**config.mk**
```make
export PLATFORM = sky130hd
export DESIGN_NAME = rqvg_cordic_cell
export DESIGN_NICKNAME = d
export VERILOG_FILES = /design/src/sv/rqvg_pkg.sv /design/src/sv/rqvg_cordic_cell.sv
export SDC_FILE = /design/constraint.sdc
export NUM_CORES = 1
export LEC_CHECK = 0
export ABC_CLOCK_PERIOD_IN_PS = 6510
export BUFFER_PORTS_ARGS = -buffer_cell sky130_fd_sc_hd__buf_2
export CAP_MARGIN = 20
export CORE_MARGIN = 2
export CORE_UTILIZATION = 45
export CTS_BUF_LIST = sky130_fd_sc_hd__clkbuf_8 sky130_fd_sc_hd__clkbuf_16
export CTS_CLUSTER_DIAMETER = 150
export DETAILED_ROUTE_END_ITERATION = 8
export GPL_ROUTABILITY_DRIVEN = 0
export PLACE_DENSITY = 0.76
export SETUP_SLACK_MARGIN = 0.5
export SLEW_MARGIN = 30
export SYNTH_ARGS = -nofsm -noshare
export SYNTH_HDL_FRONTEND = slang
export SYNTH_SLANG_ARGS = --single-unit
```
**constraint.sdc**
```tcl
create_clock -name i_clk -period 6.51 [get_ports i_clk]
set_clock_uncertainty 0.05 [all_clocks]
set_input_delay 0.3255 -clock i_clk [delete_from_list [all_inputs] [get_ports i_clk]]
set_output_delay 0.3255 -clock i_clk [all_outputs]
set_load 0.005 [all_outputs]
```
**src/sv/rqvg_pkg.sv**
```systemverilog
// Shared types and constants for the rotated quad vertex generator.
package rqvg_pkg;

    localparam int CordicSteps = 14;
    localparam int TrigW       = 16;   // Q1.14 plus headroom
    localparam int AngW        = 17;   // signed residue angle
    localparam int CoordW      = 24;
    localparam int SizeW       = 23;
    localparam int OneGain     = 9949;

    localparam logic [1:0] MODE_CENTRE = 2'd0;
    localparam logic [1:0] MODE_BL     = 2'd1;

    typedef struct packed {
        logic signed [CoordW-1:0] pos_x;
        logic signed [CoordW-1:0] pos_y;
        logic [SizeW-1:0]         size_x;
        logic [SizeW-1:0]         size_y;
        logic [1:0]               mode;
    } t_quad;

    // Payload walking down the CORDIC chain.
    typedef struct packed {
        logic                    vld;
        logic signed [TrigW-1:0] x;
        logic signed [TrigW-1:0] y;
        logic signed [AngW-1:0]  z;
        t_quad                   quad;
    } t_cell;

    function automatic logic signed [AngW-1:0] atan_lut(input int idx);
        logic signed [AngW-1:0] v;
        case (idx)
            0: v = 17'sd8192;
            1: v = 17'sd4836;
            2: v = 17'sd2555;
            3: v = 17'sd1297;
            4: v = 17'sd651;
            5: v = 17'sd326;
            6: v = 17'sd163;
            7: v = 17'sd81;
            8: v = 17'sd41;
            9: v = 17'sd20;
            10: v = 17'sd10;
            11: v = 17'sd5;
            12: v = 17'sd3;
            13: v = 17'sd1;
            default: v = 17'sd0;
        endcase
        return v;
    endfunction

endpackage

```
**src/sv/rqvg_cordic_cell.sv**
```systemverilog
// One CORDIC micro-rotation cell of the sine/cosine chain.
module rqvg_cordic_cell #(
    parameter int STEP = 0
) (
    input  logic                i_clk,
    input  logic                i_rst_n,
    input  logic                i_en,
    input  rqvg_pkg::t_cell     i_cell,
    output rqvg_pkg::t_cell     o_cell
);

    rqvg_pkg::t_cell r_cell, n_cell;

    // rotate toward zero residue, floor shifts
    always_comb begin
        n_cell = i_cell;
        if (i_cell.z >= 0) begin
            n_cell.x = i_cell.x - (i_cell.y >>> STEP);
            n_cell.y = i_cell.y + (i_cell.x >>> STEP);
            n_cell.z = i_cell.z - rqvg_pkg::atan_lut(STEP);
        end else begin
            n_cell.x = i_cell.x + (i_cell.y >>> STEP);
            n_cell.y = i_cell.y - (i_cell.x >>> STEP);
            n_cell.z = i_cell.z + rqvg_pkg::atan_lut(STEP);
        end
    end

    always_ff @(posedge i_clk) begin
        if (!i_rst_n) begin
            r_cell.vld <= 1'b0;
        end else if (i_en) begin
            r_cell <= n_cell;
        end
    end

    assign o_cell = r_cell;

endmodule

```
# Yosys cells after proc, flatten, opt, wreduce, memory -nomap -nowiden
# Index checks and enable logic that the tools add are counted.
# totals
regBits	146
word_cells	17
out_inout_bits	146
# classes
add_sub_neg	5
mux	1
magnitude_cmp	1
n_reduce_logical	1
# op_table
operator	count
$mux W49	1
$sub A16 B16 Y16	2
$add A17 B15 Y17 const B	1
$ge A17 B1 Y1 const B	1
$sub A17 B15 Y17 const B	1
$add A16 B16 Y16	1
$reduce_and A2 Y1	1

# Longest topological paths before layout
# Gate-level depths: netlist of the first run.
# depth
word_depth	2
mapped_depth	10
depth_no_buf	10

# Least setup slack after synthesis of the first run
# OpenSTA, ideal clock, no wires.
# synth_path
kind	input-to-reg
start	in i_en
end	reg r_cell (netlist bit o_cell[0]), enable pin
path_stages	1
setup_ns	0.520
slack_ns	2.325
t_arrival_ns	3.615
path_buffers	0
path_cell_list	and2_1
# synth_via
elab_chain_len	1
# synth_rtl
item	line	rtl
from (decl)	rqvg_cordic_cell.sv:7	input logic i_en,
$reduce_and A2 Y1 (no line)	-	
to (signal assigned)	rqvg_cordic_cell.sv:32	r_cell <= n_cell;
to (decl)	rqvg_cordic_cell.sv:12	rqvg_pkg::t_cell r_cell, n_cell;
# No other way between the ends.
# A chain may end at the register's enable or synchronous reset.

==> results of run 1 <==
cells in the mapped netlist (3+ instances only):
library cell	instances
mux2i_1	7
a21oi_1	35
o21ai_0	24
nor2_1	29
inv_1	48
a211oi_1	5
nand2_1	14
nand2b_1	6
a21o_1	12
nor3_1	7
xor2_1	3
buf_6	5
nor3_2	3
buf_2	8
o21ai_1	4
edfxtp_1	144
and3_1	3
a31oi_1	6
o22ai_1	3
nand3b_1	3
ha_1	51
fa_1	4
nor2b_1	6
xnor2_1	27
nand3_1	6
o21bai_1	4
worst reg2reg max path: stages, from the launching register on:
cell and delay (ns):
dfxtp_1 0.33, mux2i_1 0.14, nor2b_1 0.07
cells in the final DEF, fill, tap and decap left out, drive strengths merged, types with 2 or more instances in the layout:
cell,Yosys,final
a2111oi,3,3
a211oi,7,7
a21bo,4,4
a21o,12,12
a21oi,36,36
a311oi,2,2
a31oi,6,6
and3,3,3
buf,16,295
bufinv,0,2
clkbuf,2,17
clkinv,1,5
clkinvlp,0,5
edfxtp,144,144
fa,4,4
ha,51,51
inv,49,53
mux2i,7,7
nand2,15,15
nand2b,6,6
nand3,6,6
nand3b,3,3
nand4,2,2
nor2,29,29
nor2b,7,7
nor3,12,12
nor4,2,2
o211ai,4,4
o21a,2,2
o21ai,29,29
o21bai,4,4
o22ai,3,3
xnor2,27,27
xor2,3,3
power by group:
group / total (mW) / internal (mW) / switching, mW / leakage (nW)
logic: 0.393 / 0.173 / 0.221 / 2.42
clock network: 0.926 / 0.561 / 0.365 / 0.274
registers: 1.14 / 1.12 / 0.0171 / 1.36
metrics by stage:
stage	area, um^2	utilization	hold WS, ns	worst slack, ns	std cells
after floorplan	6950	-	0.374	2.33	511
after global placement	8550	0.564	0.452	3.57	976
after detailed placement	8550	0.564	0.454	3.49	976
after CTS	9120	0.602	0.0208	3.93	1008
after global routing	9120	0.602	0.0113	3.65	1009
final	9120	0.602	0.0345	3.88	1009
cell type report:
class	instances	area [um^2]
Multi-Input combinational cell	298	2300
Fill cell	1247	6020
Timing Repair Buffer	295	1480
Antenna cell	1	2.50
Clock buffer	17	425
Sequential cell	145	4340
Clock inverter	15	146
Inverter	50	188
Tap cell	188	235
layer usage:
metal	vias up	share of wire	global-route usage
met2	201	0.53	0.380
met3	26	0.066	0.0513
met4	2	0.028	0.0879
li1	2446	-	-
met1	2426	0.38	0.234
met5	-	0.00033	0
kinds of logic after synthesis:
kind of cell / synth area share
flops: 0.625
xor+xnor: 0.0378
mux: 0.0101
simple gates: 0.0677
compound gates: 0.112
buf+inv: 0.0446
fa+ha+maj: 0.103
path summary, 6_finish.rpt:
| check | depth (start not counted) | to |
|---|---|---|
| setup / recovery | 7 | o_cell[128] |
| hold / removal | 1 | o_cell[72] |
| setup reg to reg | 2 | o_cell[145] |
| hold reg to reg | 2 | o_cell[145] |
==> results.md, run 1 <==
* Status: complete, no violations
* 1st-pass router iterations at 4
* CTS tree: yes
* Initial antenna violation count at 1
* WP data required at 6.61 ns
* Vias in the first global route at 4,717
* Fin crit share at 0.404
* First-pass GRT wire length at 25.6 mm
* Hold/Removal Path Class: input pin to register
* Post-Syn Area at 6950 um^2
* Achievable Freq at 380 MHz
* Final Hold Viols at 0
* Tmin final at 2.63 ns
* Final Setup Violations at 0
* Die ar. at 16,500 um^2
* Crit-path max FO at 43
* Core region area at 15,100 um^2
* Crit path max-delay family: buffers and inverters
* Drt via density at 5.06
* Clock root buffer: clkbuf_16
* Clk sink count at 145
* Site Rows at 45
* Largest net degree at the start of global routing at 80
* Most used cell along the critical path: a211oi_1
* Slew @ Worst Pin at 0.823 ns
* Layout cells sized above 1 at 0.422
* Max-slew headroom at 0.451
* Post-synth ARST share at 0
* Distinct cell type count after synthesis at 57
* PortBufs at 294
* Sequential share of the synthesized area at 0.625
* Sum Neg Setup Slack at 0 ns
* Mapped Avg Cell Area at 13.6 um^2
* Leakage power at 4.06 nW
* Routed via count at 5,101
* DIE HEIGHT at 128 um
* Post-synth top area cell: edfxtp_1
* Post-synth EDFFs at 144
* DRC Markers at 0
* Clock Latency Late Sink at 0.40 ns
* CP max-delay cell: clkinv_1
* Synth top area cells: edfxtp_1 (62%), ha_1 (9.2%), xnor2_1 (3.4%), inv_1 (2.6%), a21oi_1 (2.5%)
* Power, Total at 2.46 mW
* Starting DRT DRC Count at 455
* CP startpoint kind: input pin
* Starting Density at 0.459
* Routed wire per std cell at 17.9 um
* Setup bufs post-CTS at 0
* Synth top area share at 0.622
* Syn Nets at 715
* R2R Setup Slk at 5.82 ns
* Max Slew Vio Count at 0
* PD cells at 269 nW/um^2
* Crit. Startpoint: i_cell[112]
* Die X at 128 um
* Max H-tree Level at 4
* Critical path cell sequence: buf_2 -> clkinv_1 -> a211oi_1 -> o21ai_0 -> a211oi_1 -> a21oi_1 -> xnor2_1
* Total Routed Length at 18.1 mm
* Setup crit end kind: register
* CP Data Arrival Time at 2.73 ns
* Hold_buf cts at 0
* Post-CTS sizing at 0
* Clock transition at the registers of the reported paths at 0.07 ns
* Max reg flops at 145
* Total CTS buffers at 17
* Post-route ant nets at 0
* Crit path buffers/inverters at 2
* Detail Placement HPWL at 14.1 mm
* Total gr overflow at 0
* Synth Flop Type: edfxtp_1
* Hold path start: i_cell[72]
* Largest stage delay, worst path at 0.73 ns
* RSZ-0062 raised after global routing: false
* Fin nets at 1,011
* Area growth from synthesis to layout at 31.2%
* Flops & latches, synth at 145
* CTS Buffer Depth at 2
* Max-cap violations at 0
* Synth Warn # at 0
* Post-Syn Instances at 511
* Worst IR Drop VDD at 134 uV
* Number of top-level pins at 295
* RR Startpoint: o_cell[145]
* Setup Crit Path Kind: input pin to register
* GRT Total Usage at 0.209
(Power assumes the default switching activity.)
==> run 2: changes to the inputs <==
Settings changed: ABC_CLOCK_PERIOD_IN_PS 6510 to 2600.
Clock period 6.51 ns to 2.6 ns, I/O delays scaled along.
==> run 2 against run 1 <==
  * Flip-flop and latch count is the same
  * Via count grew 12%
  * Worst setup slack lost 3.3 ns
  * First-iteration DRC count shrank 5.9%
==> results.md, run 2 (same netlist as run 1, synthesis figures left out) <==
* Status: complete, no violations (unchanged)
* Critical path cell sequence: buf_2 -> inv_1 -> ha_1 -> buf_4 -> nor2_1 -> nand2_1 -> a211oi_1 -> nor3_1 -> o41ai_2 -> a21oi_1 -> xnor2_1 (was buf_2 -> clkinv_1 -> a211oi_1 -> o21ai_0 -> a211oi_1 -> a21oi_1 -> xnor2_1)
* CP Data Arrival Time at 2.09 ns (was 2.73 ns)
* GRT Total Usage at 0.252 (was 0.209)
* Largest stage delay, worst path at 0.36 ns (was 0.73 ns)
* Layout cells sized above 1 at 0.379 (was 0.422)
* Initial antenna violation count at 1 (unchanged)
* Finished Layout Cells at 1,128 (was 1,009)
* Area growth from synthesis to layout at 49.3% (was 31.2%)
* PD cells at 630 nW/um^2 (was 269 nW/um^2)
* Max reg flops at 145 (unchanged)
* Fin nets at 1,130 (was 1,011)
* Post-route ant nets at 0 (unchanged)
* 1st-pass router iterations at 5 (was 4)
* Total Routed Length at 21.4 mm (was 18.1 mm)
* First-pass GRT wire length at 31.2 mm (was 25.6 mm)
* CP startpoint kind: input pin (unchanged)
* R2R Setup Slk at 1.31 ns (was 5.82 ns)
* Final Setup Violations at 0 (unchanged)
* Core region area at 15,100 um^2 (unchanged)
* Setup crit end kind: register (unchanged)
* Routed wire per std cell at 18.9 um (was 17.9 um)
* Site Rows at 45 (unchanged)
* Final Hold Viols at 0 (unchanged)
* Placed insts at 983 (was 976)
* Commonest non-fill, non-tap cell in the layout: buf_2 (unchanged)
* PortBufs at 294 (unchanged)
* Metal-1 WL at 8.04 mm (was 6.87 mm)
* CP max-delay cell: ha_1 (was clkinv_1)
* Routed via count at 5,720 (was 5,101)
* Routed wl met2 at 10.9 mm (was 9.52 mm)
* Fillers at 1,082 (was 1,247)
* Max-slew headroom at 0.702 (was 0.451)
* Fin util at 0.685 (was 0.602)
* Fin crit share at 0.768
* Clock transition at the registers of the reported paths at 0.06 ns (was 0.07 ns)
* Setup Crit Path Kind: input pin to register (unchanged)
* WP data required at 2.69 ns (was 6.61 ns)
* CTS tree: yes (unchanged)
* Commonest non-fill, non-tap cells in the layout: buf_2 (294), edfxtp_1 (144), dlygate4sd3_1 (112) (was buf_2 (294), edfxtp_1 (144), ha_1 (51))
* Sum Neg Setup Slack at 0 ns (unchanged)
* Starting Density at 0.459 (unchanged)
* Multi-input logic area at 2310 um^2 (was 2300 um^2)
* Tmin final at 2.00 ns
* DRC Markers at 0 (unchanged)
* Max Slew Vio Count at 0 (unchanged)
* Number of top-level pins at 295 (unchanged)
* Starting DRT DRC Count at 428 (was 455)
* Clock root buffer: clkbuf_16 (unchanged)
* Max-cap violations at 0 (unchanged)
* Crit-path max FO at 8 (was 43)
* Total CTS buffers at 17 (unchanged)
* Leakage power at 4.60 nW (was 4.06 nW)
* Clock Latency Late Sink at 0.40 ns (about the same)
* Met3 WL at 1.42 mm (was 1.20 mm)
* Worst IR Drop VDD at 406 uV (was 134 uV)
* Slew @ Worst Pin at 0.446 ns (was 0.823 ns)
* Hold/Removal Path Class: input pin to register (unchanged)
* RSZ-0062 raised after global routing: false (unchanged)
* Die X at 128 um (unchanged)
* Total gr overflow at 0 (unchanged)
* Max H-tree Level at 4 (unchanged)
* Setup bufs post-CTS at 0 (unchanged)
* Die ar. at 16,500 um^2 (unchanged)
* Drt via density at 5.07 (was 5.06)
* CTS Buffer Depth at 2 (unchanged)
* Largest net degree at the start of global routing at 82 (was 80)
* Detail Placement HPWL at 13.8 mm (was 14.1 mm)
* Uppermost routed layer: met4 (was met5)
* DIE HEIGHT at 128 um (unchanged)
* Register area at 4340 um^2 (unchanged)
* Clk sink count at 145 (unchanged)
* Vias in the first global route at 5,649 (was 4,717)
* Achievable Freq at 501 MHz
==> run 2: cell count changes in the layout (fill, tap and decap cells not counted), moves of 2 or more <==
cell / change
buf_12: +2
clkinv_2: -2
clkinvlp_4: -4
inv_8: +2
dlygate4sd3_1: +112
buf_4: +6
clkinv_4: +2
==> run 2: final timing paths <==
path	startpoint	to	depth (start not counted)
max	i_cell[119]	o_cell[144]	11
min	i_cell[110]	o_cell[110]	2
max reg2reg	o_cell[145]	o_cell[145]	3
min reg2reg	o_cell[145]	o_cell[145]	3
==> run 2: worst max-delay path: cells and delay by family <==
family,cells,cell delay (ns)
buffers and inverters,3,0.35
adders and majority gates,1,0.36
AOI/OAI and AO/OA,3,0.70
xor gates and xnor gates,1,0.15
and+or+nand+nor,3,0.40
==> run 2: per-layer routing <==
| layer | vias up | global-route usage |
|---|---|---|
| li1 | 2685 | - |
| met1 | 2703 | 0.290 |
| met3 | 66 | 0.0543 |
| met5 | - | 0 |
| met2 | 266 | 0.438 |
| met4 | 0 | 0.141 |
==> run 2: what timing repair did <==
item,CTS,global route
hold buffers,112,0
gates resized for setup,0,3
endpoints found under the setup margin,0,3
endpoints found under the hold margin,111,0
==> run 2: final cells by class <==
type | count | area share
Antenna cell | 1 | 0.000241
Inverter | 50 | 0.0181
Sequential cell | 145 | 0.419
Clock inverter | 14 | 0.0175
Multi-Input combinational cell | 298 | 0.223
Tap cell | 188 | 0.0227
Clock buffer | 18 | 0.0423
Timing Repair Buffer | 414 | 0.258
==> run 2: power by group <==
part / total (mW) / switching [mW] / internal [mW]
combinational: 1.17 / 0.607 / 0.559
sequential: 2.85 / 0.0525 / 2.80
clock: 2.52 / 0.963 / 1.56
total: 6.54 / 1.62 / 4.92
==> run 2: through the flow <==
step / hold slack (ns) / worst slack [ns] / total power, mW / instance area, um^2
2_1_floorplan: 0.179 / 0.635 / 3.44 / 6950
3_3_place_gp: 0.257 / 0.177 / 3.87 / 8620
3_5_place_dp: 0.258 / 0.157 / 3.88 / 8620
4_1_cts: 0.0375 / 0.563 / 6.52 / 10400
5_1_grt: 0.0675 / 0.500 / 6.80 / 10400
6_report: 0.0832 / 0.603 / 6.54 / 10400
